## config.mk

```make
export PLATFORM = sky130hd
export DESIGN_NAME = semver_string_parser
export DESIGN_NICKNAME = d
export VERILOG_FILES = /design/src/sv/svp_pkg.sv /design/src/sv/svp_parse_core.sv /design/src/sv/semver_string_parser.sv
export SDC_FILE = /design/constraint.sdc
export NUM_CORES = 2
export LEC_CHECK = 0
export BUFFER_PORTS_ARGS = -buffer_cell sky130_fd_sc_hd__buf_2
export CAP_MARGIN = 20
export CORE_MARGIN = 8
export CORE_UTILIZATION = 50
export DETAILED_ROUTE_END_ITERATION = 10
export PLACE_DENSITY = 0.72
export SYNTH_ARGS = -nofsm -noshare
export SYNTH_HDL_FRONTEND = slang
export SYNTH_SLANG_ARGS = --single-unit
```

## constraint.sdc

```tcl
create_clock -name aclk -period 24.8 [get_ports aclk]
set_clock_uncertainty 0.05 [all_clocks]
set_input_delay 4.96 -clock aclk [delete_from_list [all_inputs] [get_ports aclk]]
set_output_delay 4.96 -clock aclk [all_outputs]
set_load 0.01 [all_outputs]
```

## src/sv/svp_pkg.sv

```systemverilog
// types, constants and character classes for the version string parser
// no dependencies; used by svp_parse_core and semver_string_parser
package svp_pkg;

    localparam logic [2:0] PH_LEAD  = 3'd0;
    localparam logic [2:0] PH_PFXWS = 3'd1;
    localparam logic [2:0] PH_MAJOR = 3'd2;
    localparam logic [2:0] PH_MINOR = 3'd3;
    localparam logic [2:0] PH_PATCH = 3'd4;
    localparam logic [2:0] PH_PRE   = 3'd5;
    localparam logic [2:0] PH_BUILD = 3'd6;
    localparam logic [2:0] PH_TRAIL = 3'd7;

    localparam logic [7:0] CH_V_LO = 8'h76;
    localparam logic [7:0] CH_V_UP = 8'h56;
    localparam logic [7:0] CH_EQ   = 8'h3D;
    localparam logic [7:0] CH_DASH = 8'h2D;
    localparam logic [7:0] CH_PLUS = 8'h2B;
    localparam logic [7:0] CH_DOT  = 8'h2E;

    // largest value that can still take one more digit
    localparam logic [63:0] NUM_GUARD = 64'd1844674407370955160;

    typedef struct packed {
        logic        valid_res;
        logic [63:0] major_num;
        logic [63:0] minor_num;
        logic [63:0] patch_num;
        logic [7:0]  pre_offset;
        logic [8:0]  pre_length;
        logic [7:0]  build_offset;
        logic [8:0]  build_length;
    } svp_result_t;

    function automatic logic is_digit(input logic [7:0] c);
        return c inside {[8'h30:8'h39]};
    endfunction

    function automatic logic is_space(input logic [7:0] c);
        return c inside {8'h20, 8'h09, 8'h0A, 8'h0B, 8'h0C, 8'h0D};
    endfunction

    function automatic logic is_prefix(input logic [7:0] c);
        return c inside {CH_V_LO, CH_V_UP, CH_EQ};
    endfunction

    function automatic logic is_ident(input logic [7:0] c);
        return c inside {[8'h30:8'h39], [8'h41:8'h5A], [8'h61:8'h7A], CH_DASH};
    endfunction

endpackage

```

## src/sv/svp_parse_core.sv

```systemverilog
// per-byte grammar state, number accumulation and end-of-string verdict
// depends on svp_pkg
module svp_parse_core
    import svp_pkg::*;
#(
    parameter int MAX_LEN = 256,
    localparam int POS_W = $clog2(MAX_LEN + 1)
) (
    input  logic        aclk,
    input  logic        aresetn,
    input  logic        loose_mode,
    input  logic        take,
    input  logic [7:0]  char_byte,
    input  logic        end_of_string,
    output svp_result_t result
);

    logic [2:0]       phase_reg, phase_next;
    logic [63:0]      acc_reg, acc_next;
    logic             digits_reg, digits_next;
    logic             lzero_reg, lzero_next;
    logic [63:0]      major_reg, major_next;
    logic [63:0]      minor_reg, minor_next;
    logic [63:0]      patch_reg, patch_next;
    logic [POS_W-1:0] pos_reg, pos_next;
    logic [7:0]       pre_start_reg, pre_start_next;
    logic [POS_W-1:0] pre_len_reg, pre_len_next;
    logic [7:0]       bld_start_reg, bld_start_next;
    logic [POS_W-1:0] bld_len_reg, bld_len_next;
    logic             pdot_reg, pdot_next;
    logic             failed_reg, failed_next;

    logic [POS_W-1:0] pos_p1;
    logic [POS_W+7:0] pos_p1_ext;
    logic [3:0]       digit;
    logic             do_digit;
    logic             ok;
    logic [POS_W+8:0] pre_len_ext, bld_len_ext;

    assign pos_p1     = pos_reg + POS_W'(1);
    assign pos_p1_ext = {8'b0, pos_p1};
    assign digit      = char_byte[3:0];

    always_comb begin
        phase_next     = phase_reg;
        acc_next       = acc_reg;
        digits_next    = digits_reg;
        lzero_next     = lzero_reg;
        major_next     = major_reg;
        minor_next     = minor_reg;
        patch_next     = patch_reg;
        pos_next       = pos_reg;
        pre_start_next = pre_start_reg;
        pre_len_next   = pre_len_reg;
        bld_start_next = bld_start_reg;
        bld_len_next   = bld_len_reg;
        pdot_next      = pdot_reg;
        failed_next    = failed_reg;
        do_digit       = 1'b0;

        if (!failed_reg) begin
            if (pos_reg >= POS_W'(MAX_LEN)) begin
                failed_next = 1'b1;
            end else begin
                pos_next = pos_p1;
                case (phase_reg)
                    PH_LEAD: begin
                        if (loose_mode && is_space(char_byte)) begin
                        end else if (loose_mode && is_prefix(char_byte)) begin
                            phase_next = PH_PFXWS;
                        end else if (is_digit(char_byte)) begin
                            phase_next = PH_MAJOR;
                            do_digit   = 1'b1;
                        end else begin
                            failed_next = 1'b1;
                        end
                    end
                    PH_PFXWS: begin
                        if (is_space(char_byte)) begin
                        end else if (is_digit(char_byte)) begin
                            phase_next = PH_MAJOR;
                            do_digit   = 1'b1;
                        end else begin
                            failed_next = 1'b1;
                        end
                    end
                    PH_MAJOR, PH_MINOR: begin
                        if (is_digit(char_byte)) begin
                            do_digit = 1'b1;
                        end else if (char_byte == CH_DOT && digits_reg) begin
                            if (phase_reg == PH_MAJOR) begin
                                major_next = acc_reg;
                            end else begin
                                minor_next = acc_reg;
                            end
                            acc_next    = '0;
                            digits_next = 1'b0;
                            lzero_next  = 1'b0;
                            phase_next  = phase_reg + 3'd1;
                        end else begin
                            failed_next = 1'b1;
                        end
                    end
                    PH_PATCH: begin
                        if (is_digit(char_byte)) begin
                            do_digit = 1'b1;
                        end else if (!digits_reg) begin
                            failed_next = 1'b1;
                        end else begin
                            patch_next  = acc_reg;
                            acc_next    = '0;
                            digits_next = 1'b0;
                            lzero_next  = 1'b0;
                            if (char_byte == CH_DASH) begin
                                phase_next     = PH_PRE;
                                pre_start_next = pos_p1_ext[7:0];
                                pdot_next      = 1'b0;
                            end else if (char_byte == CH_PLUS) begin
                                phase_next     = PH_BUILD;
                                bld_start_next = pos_p1_ext[7:0];
                                pdot_next      = 1'b0;
                            end else if (loose_mode && is_space(char_byte)) begin
                                phase_next = PH_TRAIL;
                            end else begin
                                failed_next = 1'b1;
                            end
                        end
                    end
                    PH_PRE: begin
                        if (char_byte == CH_PLUS) begin
                            if (pre_len_reg == '0 || pdot_reg) begin
                                failed_next = 1'b1;
                            end else begin
                                phase_next     = PH_BUILD;
                                bld_start_next = pos_p1_ext[7:0];
                                pdot_next      = 1'b0;
                            end
                        end else if (char_byte == CH_DOT) begin
                            if (pre_len_reg == '0 || pdot_reg) begin
                                failed_next = 1'b1;
                            end else begin
                                pdot_next    = 1'b1;
                                pre_len_next = pre_len_reg + POS_W'(1);
                            end
                        end else if (is_ident(char_byte)) begin
                            pdot_next    = 1'b0;
                            pre_len_next = pre_len_reg + POS_W'(1);
                        end else begin
                            failed_next = 1'b1;
                        end
                    end
                    PH_BUILD: begin
                        if (char_byte == CH_DOT) begin
                            if (bld_len_reg == '0 || pdot_reg) begin
                                failed_next = 1'b1;
                            end else begin
                                pdot_next    = 1'b1;
                                bld_len_next = bld_len_reg + POS_W'(1);
                            end
                        end else if (is_ident(char_byte)) begin
                            pdot_next    = 1'b0;
                            bld_len_next = bld_len_reg + POS_W'(1);
                        end else begin
                            failed_next = 1'b1;
                        end
                    end
                    PH_TRAIL: begin
                        if (!is_space(char_byte)) begin
                            failed_next = 1'b1;
                        end
                    end
                    default: begin
                        failed_next = 1'b1;
                    end
                endcase

                if (do_digit) begin
                    if (digits_reg && lzero_reg) begin
                        failed_next = 1'b1;
                    end else if (acc_reg > NUM_GUARD) begin
                        failed_next = 1'b1;
                    end else begin
                        // times ten as two shifts and an add
                        acc_next = (acc_reg << 3) + (acc_reg << 1) + 64'(digit);
                        if (!digits_reg) begin
                            digits_next = 1'b1;
                            lzero_next  = (digit == 4'd0);
                        end
                    end
                end
            end
        end
    end

    // verdict on the state after this word
    always_comb begin
        case (phase_next)
            PH_PATCH: ok = digits_next;
            PH_PRE:   ok = (pre_len_next != '0) && !pdot_next;
            PH_BUILD: ok = (bld_len_next != '0) && !pdot_next;
            PH_TRAIL: ok = 1'b1;
            default:  ok = 1'b0;
        endcase
        ok = ok && !failed_next;
    end

    assign pre_len_ext = {9'b0, pre_len_next};
    assign bld_len_ext = {9'b0, bld_len_next};

    always_comb begin
        result.valid_res    = ok;
        result.major_num    = ok ? major_next : '0;
        result.minor_num    = ok ? minor_next : '0;
        result.patch_num    = ok ? ((phase_next == PH_PATCH) ? acc_next : patch_next) : '0;
        result.pre_offset   = (ok && pre_len_next != '0) ? pre_start_next : '0;
        result.pre_length   = ok ? pre_len_ext[8:0] : '0;
        result.build_offset = (ok && bld_len_next != '0) ? bld_start_next : '0;
        result.build_length = ok ? bld_len_ext[8:0] : '0;
    end

    always_ff @(posedge aclk) begin
        if (!aresetn || (take && end_of_string)) begin
            phase_reg     <= PH_LEAD;
            acc_reg       <= '0;
            digits_reg    <= 1'b0;
            lzero_reg     <= 1'b0;
            major_reg     <= '0;
            minor_reg     <= '0;
            patch_reg     <= '0;
            pos_reg       <= '0;
            pre_start_reg <= '0;
            pre_len_reg   <= '0;
            bld_start_reg <= '0;
            bld_len_reg   <= '0;
            pdot_reg      <= 1'b0;
            failed_reg    <= 1'b0;
        end else if (take) begin
            phase_reg     <= phase_next;
            acc_reg       <= acc_next;
            digits_reg    <= digits_next;
            lzero_reg     <= lzero_next;
            major_reg     <= major_next;
            minor_reg     <= minor_next;
            patch_reg     <= patch_next;
            pos_reg       <= pos_next;
            pre_start_reg <= pre_start_next;
            pre_len_reg   <= pre_len_next;
            bld_start_reg <= bld_start_next;
            bld_len_reg   <= bld_len_next;
            pdot_reg      <= pdot_next;
            failed_reg    <= failed_next;
        end
    end

endmodule

```

## src/sv/semver_string_parser.sv

```systemverilog
// top level of the version string parser: config register, input handshake,
// two-entry result buffer; depends on svp_pkg and svp_parse_core
//
// The parser takes one byte of a MAJOR.MINOR.PATCH[-PRE][+BUILD] string per
// cycle, with s_end_of_string on the last byte, and stores one result word in
// the result buffer when it is taken. Every byte is handled in the cycle
// it is accepted, so the sustained rate is one byte per cycle; the only stall
// is when both entries of the result buffer are full (s_ready low until the
// sink takes a word). Strings longer than MAX_LEN bytes are reported invalid.
// cfg_we/cfg_wdata write loose_mode and must only be used between strings.
module semver_string_parser
    import svp_pkg::*;
#(
    parameter int MAX_LEN = 256
) (
    input  logic        aclk,
    input  logic        aresetn,
    input  logic        cfg_we,
    input  logic        cfg_wdata,
    input  logic        s_valid,
    output logic        s_ready,
    input  logic [7:0]  s_char_byte,
    input  logic        s_end_of_string,
    output logic        m_valid,
    input  logic        m_ready,
    output logic        m_valid_res,
    output logic [63:0] m_major_num,
    output logic [63:0] m_minor_num,
    output logic [63:0] m_patch_num,
    output logic [7:0]  m_pre_offset,
    output logic [8:0]  m_pre_length,
    output logic [7:0]  m_build_offset,
    output logic [8:0]  m_build_length
);

    logic        loose_reg;
    logic        take, push, pop;
    svp_result_t core_res;
    svp_result_t out_reg, out_next, skid_reg, skid_next;
    logic        out_valid_reg, out_valid_next, skid_valid_reg, skid_valid_next;

    always_ff @(posedge aclk) begin
        if (!aresetn) begin
            loose_reg <= 1'b0;
        end else if (cfg_we) begin
            loose_reg <= cfg_wdata;
        end
    end

    assign s_ready = !skid_valid_reg;
    assign take    = s_valid && s_ready;
    assign push    = take && s_end_of_string;
    assign pop     = out_valid_reg && m_ready;

    svp_parse_core #(
        .MAX_LEN(MAX_LEN)
    ) u_core (
        .aclk          (aclk),
        .aresetn       (aresetn),
        .loose_mode    (loose_reg),
        .take          (take),
        .char_byte     (s_char_byte),
        .end_of_string (s_end_of_string),
        .result        (core_res)
    );

    always_comb begin
        out_next        = out_reg;
        skid_next       = skid_reg;
        out_valid_next  = out_valid_reg;
        skid_valid_next = skid_valid_reg;
        if (pop) begin
            out_next        = skid_reg;
            out_valid_next  = skid_valid_reg;
            skid_valid_next = 1'b0;
        end
        if (push) begin
            if (!out_valid_next) begin
                out_next       = core_res;
                out_valid_next = 1'b1;
            end else begin
                skid_next       = core_res;
                skid_valid_next = 1'b1;
            end
        end
    end

    always_ff @(posedge aclk) begin
        if (!aresetn) begin
            out_valid_reg  <= 1'b0;
            skid_valid_reg <= 1'b0;
        end else begin
            out_valid_reg  <= out_valid_next;
            skid_valid_reg <= skid_valid_next;
        end
        out_reg  <= out_next;
        skid_reg <= skid_next;
    end

    assign m_valid        = out_valid_reg;
    assign m_valid_res    = out_reg.valid_res;
    assign m_major_num    = out_reg.major_num;
    assign m_minor_num    = out_reg.minor_num;
    assign m_patch_num    = out_reg.patch_num;
    assign m_pre_offset   = out_reg.pre_offset;
    assign m_pre_length   = out_reg.pre_length;
    assign m_build_offset = out_reg.build_offset;
    assign m_build_length = out_reg.build_length;

    a_skid_behind_out: assert property (@(posedge aclk) disable iff (!aresetn)
        skid_valid_reg |-> out_valid_reg)
        else $error("skid entry held while output entry empty");

    a_skid_fill_on_stall: assert property (@(posedge aclk) disable iff (!aresetn)
        $rose(skid_valid_reg) |-> $past(out_valid_reg && !m_ready))
        else $error("skid entry filled without a stalled output");

    a_invalid_zero: assert property (@(posedge aclk) disable iff (!aresetn)
        (m_valid && !m_valid_res) |-> (m_major_num == 64'd0 && m_pre_length == 9'd0
            && m_build_length == 9'd0 && m_patch_num == 64'd0))
        else $error("invalid result word carries nonzero fields");

endmodule

```

Word-level counts from Yosys, hierarchy flattened
Cells that the tools add are included.
Operators by class
  multiplexer cells: 152
  eq/ne operators: 23
  $lt $le $gt $ge: 8
  reduce and logical (&&, ||, !) cells: 35
  multipliers: 0
  add/sub/neg operators: 6
  div/mod/pow operators: 0
  bitwise operators: 2
  shift-type cells: 0
Operator list (count)
  64-bit two-way mux: 30
  227-bit two-way mux: 3
  9-bit two-way mux: 15
  8-bit two-way mux: 16
  64-bit case mux with 2 select lines: 1
  64-bit by 4-bit adder with 64-bit output: 1
  64-bit adder: 1
  64-bit by 61-bit > comparator with 1-bit output (second input constant): 1
  1-bit two-way mux: 64
  3-bit two-way mux: 15
  8-bit by 4-bit equality test with 1-bit output (second input constant): 5
  8-bit by 6-bit equality test with 1-bit output (second input constant): 5
  9-bit by 1-bit adder with 9-bit output (second input constant): 3
  3-bit equality test (second input constant): 8
  9-bit logical NOT: 2
  9-bit nonzero test: 2
  8-bit by 7-bit equality test with 1-bit output (second input constant): 2
  8-bit by 7-bit greater-or-equal comparator with 1-bit output (second input constant): 2
  8-bit by 7-bit less-or-equal comparator with 1-bit output (second input constant): 2
  8-bit case mux with 2 select lines: 1
  1-bit logical AND: 15
  3-bit case mux with 5 select lines: 1
  9-bit greater-or-equal comparator (second input constant): 1
  8-bit by 6-bit greater-or-equal comparator with 1-bit output (second input constant): 1
  20 further kinds: 29
Storage, ports and cells
  input bits: 15
  memory bits (writable): 0
  output and inout port bits: 229
  word-level logic and storage cells: 259
  bits in read-only memories: 0
  bits in registers: 763
  bits in latches: 0
  memories kept: 0

Depth between registers and ports, before layout
  depth in word-level cells: 20
  depth in mapped cells: 17
  depth with buffers taken out: 15

By module
From an unflattened synthesis, not the netlist that was laid out.
Second synthesis, totals
  cells, all modules: 4050
  area, all modules: 38270.5 um^2
Modules (own cells, without submodules)
  svp_parse_core: sequential area each 6125.9 um^2, instances 1, cells an instance 3074, area an instance 21179.1 um^2
  semver_string_parser: sequential area each 11421.0 um^2, instances 1, cells an instance 976, area an instance 17091.4 um^2

Worst setup path after synthesis
No wires, ideal clock.
  path type: input-to-reg
  start: input port s_valid
  end: register skid_reg[0] (netlist bit) (enable)
  library setup time: 820 ps
  data required time: 23930 ps
  data arrival time: 14767 ps
  stages on the path: 3
  path slack: 9162 ps
  buffers on the path: 0
  cells stage by stage: nor2b_1 -> nand2_1 -> nor2_1
On the way
  longest elaborated chain between the ends: 3
RTL lines
  start: declaration: line semver_string_parser.sv:20  | input logic s_valid,
  1-bit logical AND: line semver_string_parser.sv:51  | assign take = s_valid && s_ready;
  1-bit logical AND: line semver_string_parser.sv:52  | assign push = take && s_end_of_string;
  2-bit AND reduction (no line)
  end signal: assignment: line semver_string_parser.sv:97  | skid_reg <= skid_next;
  end: declaration: line semver_string_parser.sv:39  | svp_result_t out_reg, out_next, skid_reg, skid_next;
Every way passes these cells.
A chain may end at the register's enable or synchronous reset.

==> out/results.md <==
| Result | Value |
|---|---|
| Vias in the first global route | 31.2k |
| Met3 usage | 3.72% |
| Max Transition Viols Final | 0 |
| Fraction of power spent switching nets | 25.4% |
| Routed vias/inst | 6.04 |
| DRT Wirelength | 121000 um |
| NumNets Final | 4677 |
| Worst slack on hold paths | 0.399 ns |
| Cell type with the highest aggregate area in the netlist | dfxtp_1 |
| Number of enable flip-flop cells after synthesis | 227 |
| Routed WL per cell | 21.8 um |
| Logic pwr share | 9.3% |
| Maximum clock insertion buffer count | 3 |
| Met2 usage | 44.3% |
| Detailed placer's ending HPWL | 78500 um |
| Total die area | 83500 um^2 |
| CTS tree | built |
| Sequential group share of total power | 48.8% |
| Sum of negative setup slack | 0 ns |
| Crit path DAT | 10.74 ns |
| Most common cell after layout, fill and taps aside | nand2_1 |
| Layout cell share with drive strength beyond 1 | 10.8% |
| DRC violations left | 0 |
| Minimum clock period | 10.33 ns |
| Seq cells post-synth | 763 |
| Overall die height | 289 um |
| NetSw | 0.000722 W |
| CTS resizes | 0 |
| Main area contributors after synthesis | dfxtp_1 (29%), edfxtp_1 (18%), nand2_1 (11%) |
| Number of instances in the placed design | 5413 |
| Number of port buffers | 243 |
| Root buffer selected by CTS | clkbuf_16 |
| Mean instance size in the synthesized netlist | 8.27 um^2 |
| Number of warning messages in the yosys log | 0 |
| Min-delay worst type | flip-flop to flip-flop |
| Commonest non-fill, non-tap cells in the layout | nand2_1 (1136), dfxtp_1 (536), nor2_1 (507) |
| Setup repair bufs after CTS | 0 |
| RSZ-0062 raised after global routing | no |
| Slew at the pin with the worst max-slew slack | 1.41 ns |
| Count of unique library cells instantiated by Yosys | 88 |
| Total global routing overflow | 0 |
| Slew headroom | 5.97% |
| Max FFs per register | 227 |
| Required time of the critical path | 25.21 ns |
| Total of fill cells in the finished design | 6684 |
| Number of violations of the max-capacitance limit | 0 |
| VDD IR max | 49.9 uV |
| Antenna violations before repair | 0 |
| Leading register cell type out of synthesis | dfxtp_1 |
| Global routing usage summed across all routing layers | 28.0% |
| Run status | finished clean |
| Number of sinks handled by clock tree synthesis | 763 |
| Share of async-settable or async-resettable flops after synthesis | 0% |
| # H-tree levels | 3 |
| Sequential area share after synthesis | 47.1% |
| Std-Cell Core Area | 74100 um^2 |
| R2r startpoint | u_core.phase_reg[1] |
| Net count after synthesis | 4656 |
| I/O pin cnt | 244 |
| Largest net degree at the start of global routing | 183 |
| Clock slew seen by the registers of the worst setup and hold paths | 0.06 ns |
| Clock share of power | 41.9% |
| Power density of the placed cells | 68.5 nW/um^2 |
| Internal Power | 0.00212 W |
| Core Util, Final | 56.0% |
| Post-route clock period utilization | 41.7% |
| Initial core utilization | 50.3% |
| Antenna diode count | 0 |
| Critical Path Start | s_char_byte[4] |
| Highest clock rate | 96.8 MHz |
| Length of the first detailed-routing pass in iterations | 6 |
| Global-route wire length before repair | 186000 um |
| Post-synthesis instance total | 4506 |
| Share of the synthesized area in the top cell type | 28.8% |
| Nature of the critical path startpoint | primary input |
| Count of placed standard cells in the final layout, fillers left out | 5561 |
| Horiz. Die Dim | 289 um |
| Static Leakage | 14.9 nW |
| Std-Cell Rows | 100 |
| Final Wtd Congestion | 0.947 |
| Most Used Layer, Global Route | met2 |
| Cell area after synthesis | 37300 um^2 |
| Met1 layer usage reported by global route | 38.2% |
| CTS Hold Buffers Added | 0 |
| Setup violation total in the final timing report | 0 |
| Startpoint-to-endpoint class of the critical path | primary input to flip-flop |
| Final hold vios | 0 |
| Drt first-iter violations | 3516 |
| Worst hold path startpoint | u_core.major_reg[63] |
| Worst-skew pair later-pin latency | 0.63 ns |
| Area overhead of the layout relative to synthesis | 11.3% |
| Detail Route Antenna Nets | 0 |
| Worst Setup End Kind | flip-flop |
| Highest fanout seen on the critical path | 81 |
| Via Count | 33.6k |
| Number of buffers created by CTS | 81 |
-- stage by stage --
stage | cell area, um^2 | total power, W | setup WS (ns)
3_5_place_dp | 38900 | 0.00168 | 13.95
5_1_grt | 41500 | 0.00294 | 14.05
6_report | 41500 | 0.00284 | 14.47
3_3_place_gp | 38900 | 0.00167 | 14.02
2_1_floorplan | 37300 | 0.00155 | 9.16
4_1_cts | 41500 | 0.00286 | 14.62
-- area by class of cell --
class,count,area [um^2],share of cell area [%]
tap,969,1210,2.92
clock buffer,118,2320,5.58
inverter,40,150,0.362
sequential,763,17500,42.3
multi-input combinational,3339,18300,44.1
timing repair buffer,302,1700,4.09
clock inverter,30,272,0.654
-- worst paths after layout --
path	end	slack (ns)	depth (start not counted)
setup / recovery	m_major_num[19]	14.47	13
setup reg to reg	m_major_num[19]	18.37	15
hold / removal	u_core.major_reg[63]	0.40	2
hold reg to reg	u_core.major_reg[63]	0.40	2
-- routing by layer --
metal	wire length, um	up-vias
li1	-	15800
met4	5240	0
met2	55000	1502
met3	9870	265
met1	51100	16000
met5	0	-
-- Yosys cell counts, drive strengths merged, types with 9 or more instances --
| library cell | number |
|---|---|
| nand2 | 1141 |
| dfxtp | 536 |
| nor2 | 512 |
| a21oi | 459 |
| clkbuf | 322 |
| edfxtp | 227 |
| a31oi | 204 |
| ha | 133 |
| o21ai | 98 |
| mux2i | 79 |
| nand3 | 72 |
| a22oi | 67 |
| a21o | 55 |
| xnor2 | 53 |
| nor3 | 46 |
| buf | 42 |
| inv | 40 |
| xor2 | 38 |
| a211oi | 37 |
| nand4 | 23 |
| o21a | 22 |
| o22ai | 20 |
| o211ai | 19 |
| and3 | 16 |
| nor4 | 15 |
| a222oi | 14 |
| and2 | 13 |
| a221oi | 11 |
| nor2b | 11 |
| a311oi | 10 |
| o21bai | 10 |
| and4 | 9 |
| nand2b | 9 |
| o31ai | 9 |
| or4 | 9 |
-- cell families (layout without fill, tap and decap cells) --
kind of cell             count (synthesis)  count (layout)  synth area share, %
AO/OA/AOI/OAI                         1112            1112                 18.8
XOR/XNOR                                91              91                 2.14
adder cells (fa/ha/maj)                135             135                 4.57
buffers and inverters                  404             490                 4.17
flip-flops                             763             763                 47.1
multiplexers                            81              81                 2.18
AND/OR/NAND/NOR                       1920            1920                 21.1
-- power by group through the flow --
stage               registers, W  logic [W]  clock network, W
floorplan                0.00143   0.000125                 0
global placement         0.00141   0.000262                 0
detailed placement       0.00141   0.000264                 0
CTS                      0.00139   0.000266           0.00120
global route             0.00139   0.000288           0.00126
finish                   0.00139   0.000264           0.00119
-- worst max-delay path, cell delays in order --
cell,delay (ns)
buf_2,0.17
or4b_1,0.70
nor4_1,0.69
nor3b_1,0.16
a22o_1,0.33
nand3_1,0.57
nor2_1,0.19
o31ai_4,0.61
buf_4,0.85
buf_4,0.93
nor2_1,0.20
nor2_1,0.15
a31oi_1,0.06
No activity file was read; power rests on OpenSTA's default activity.
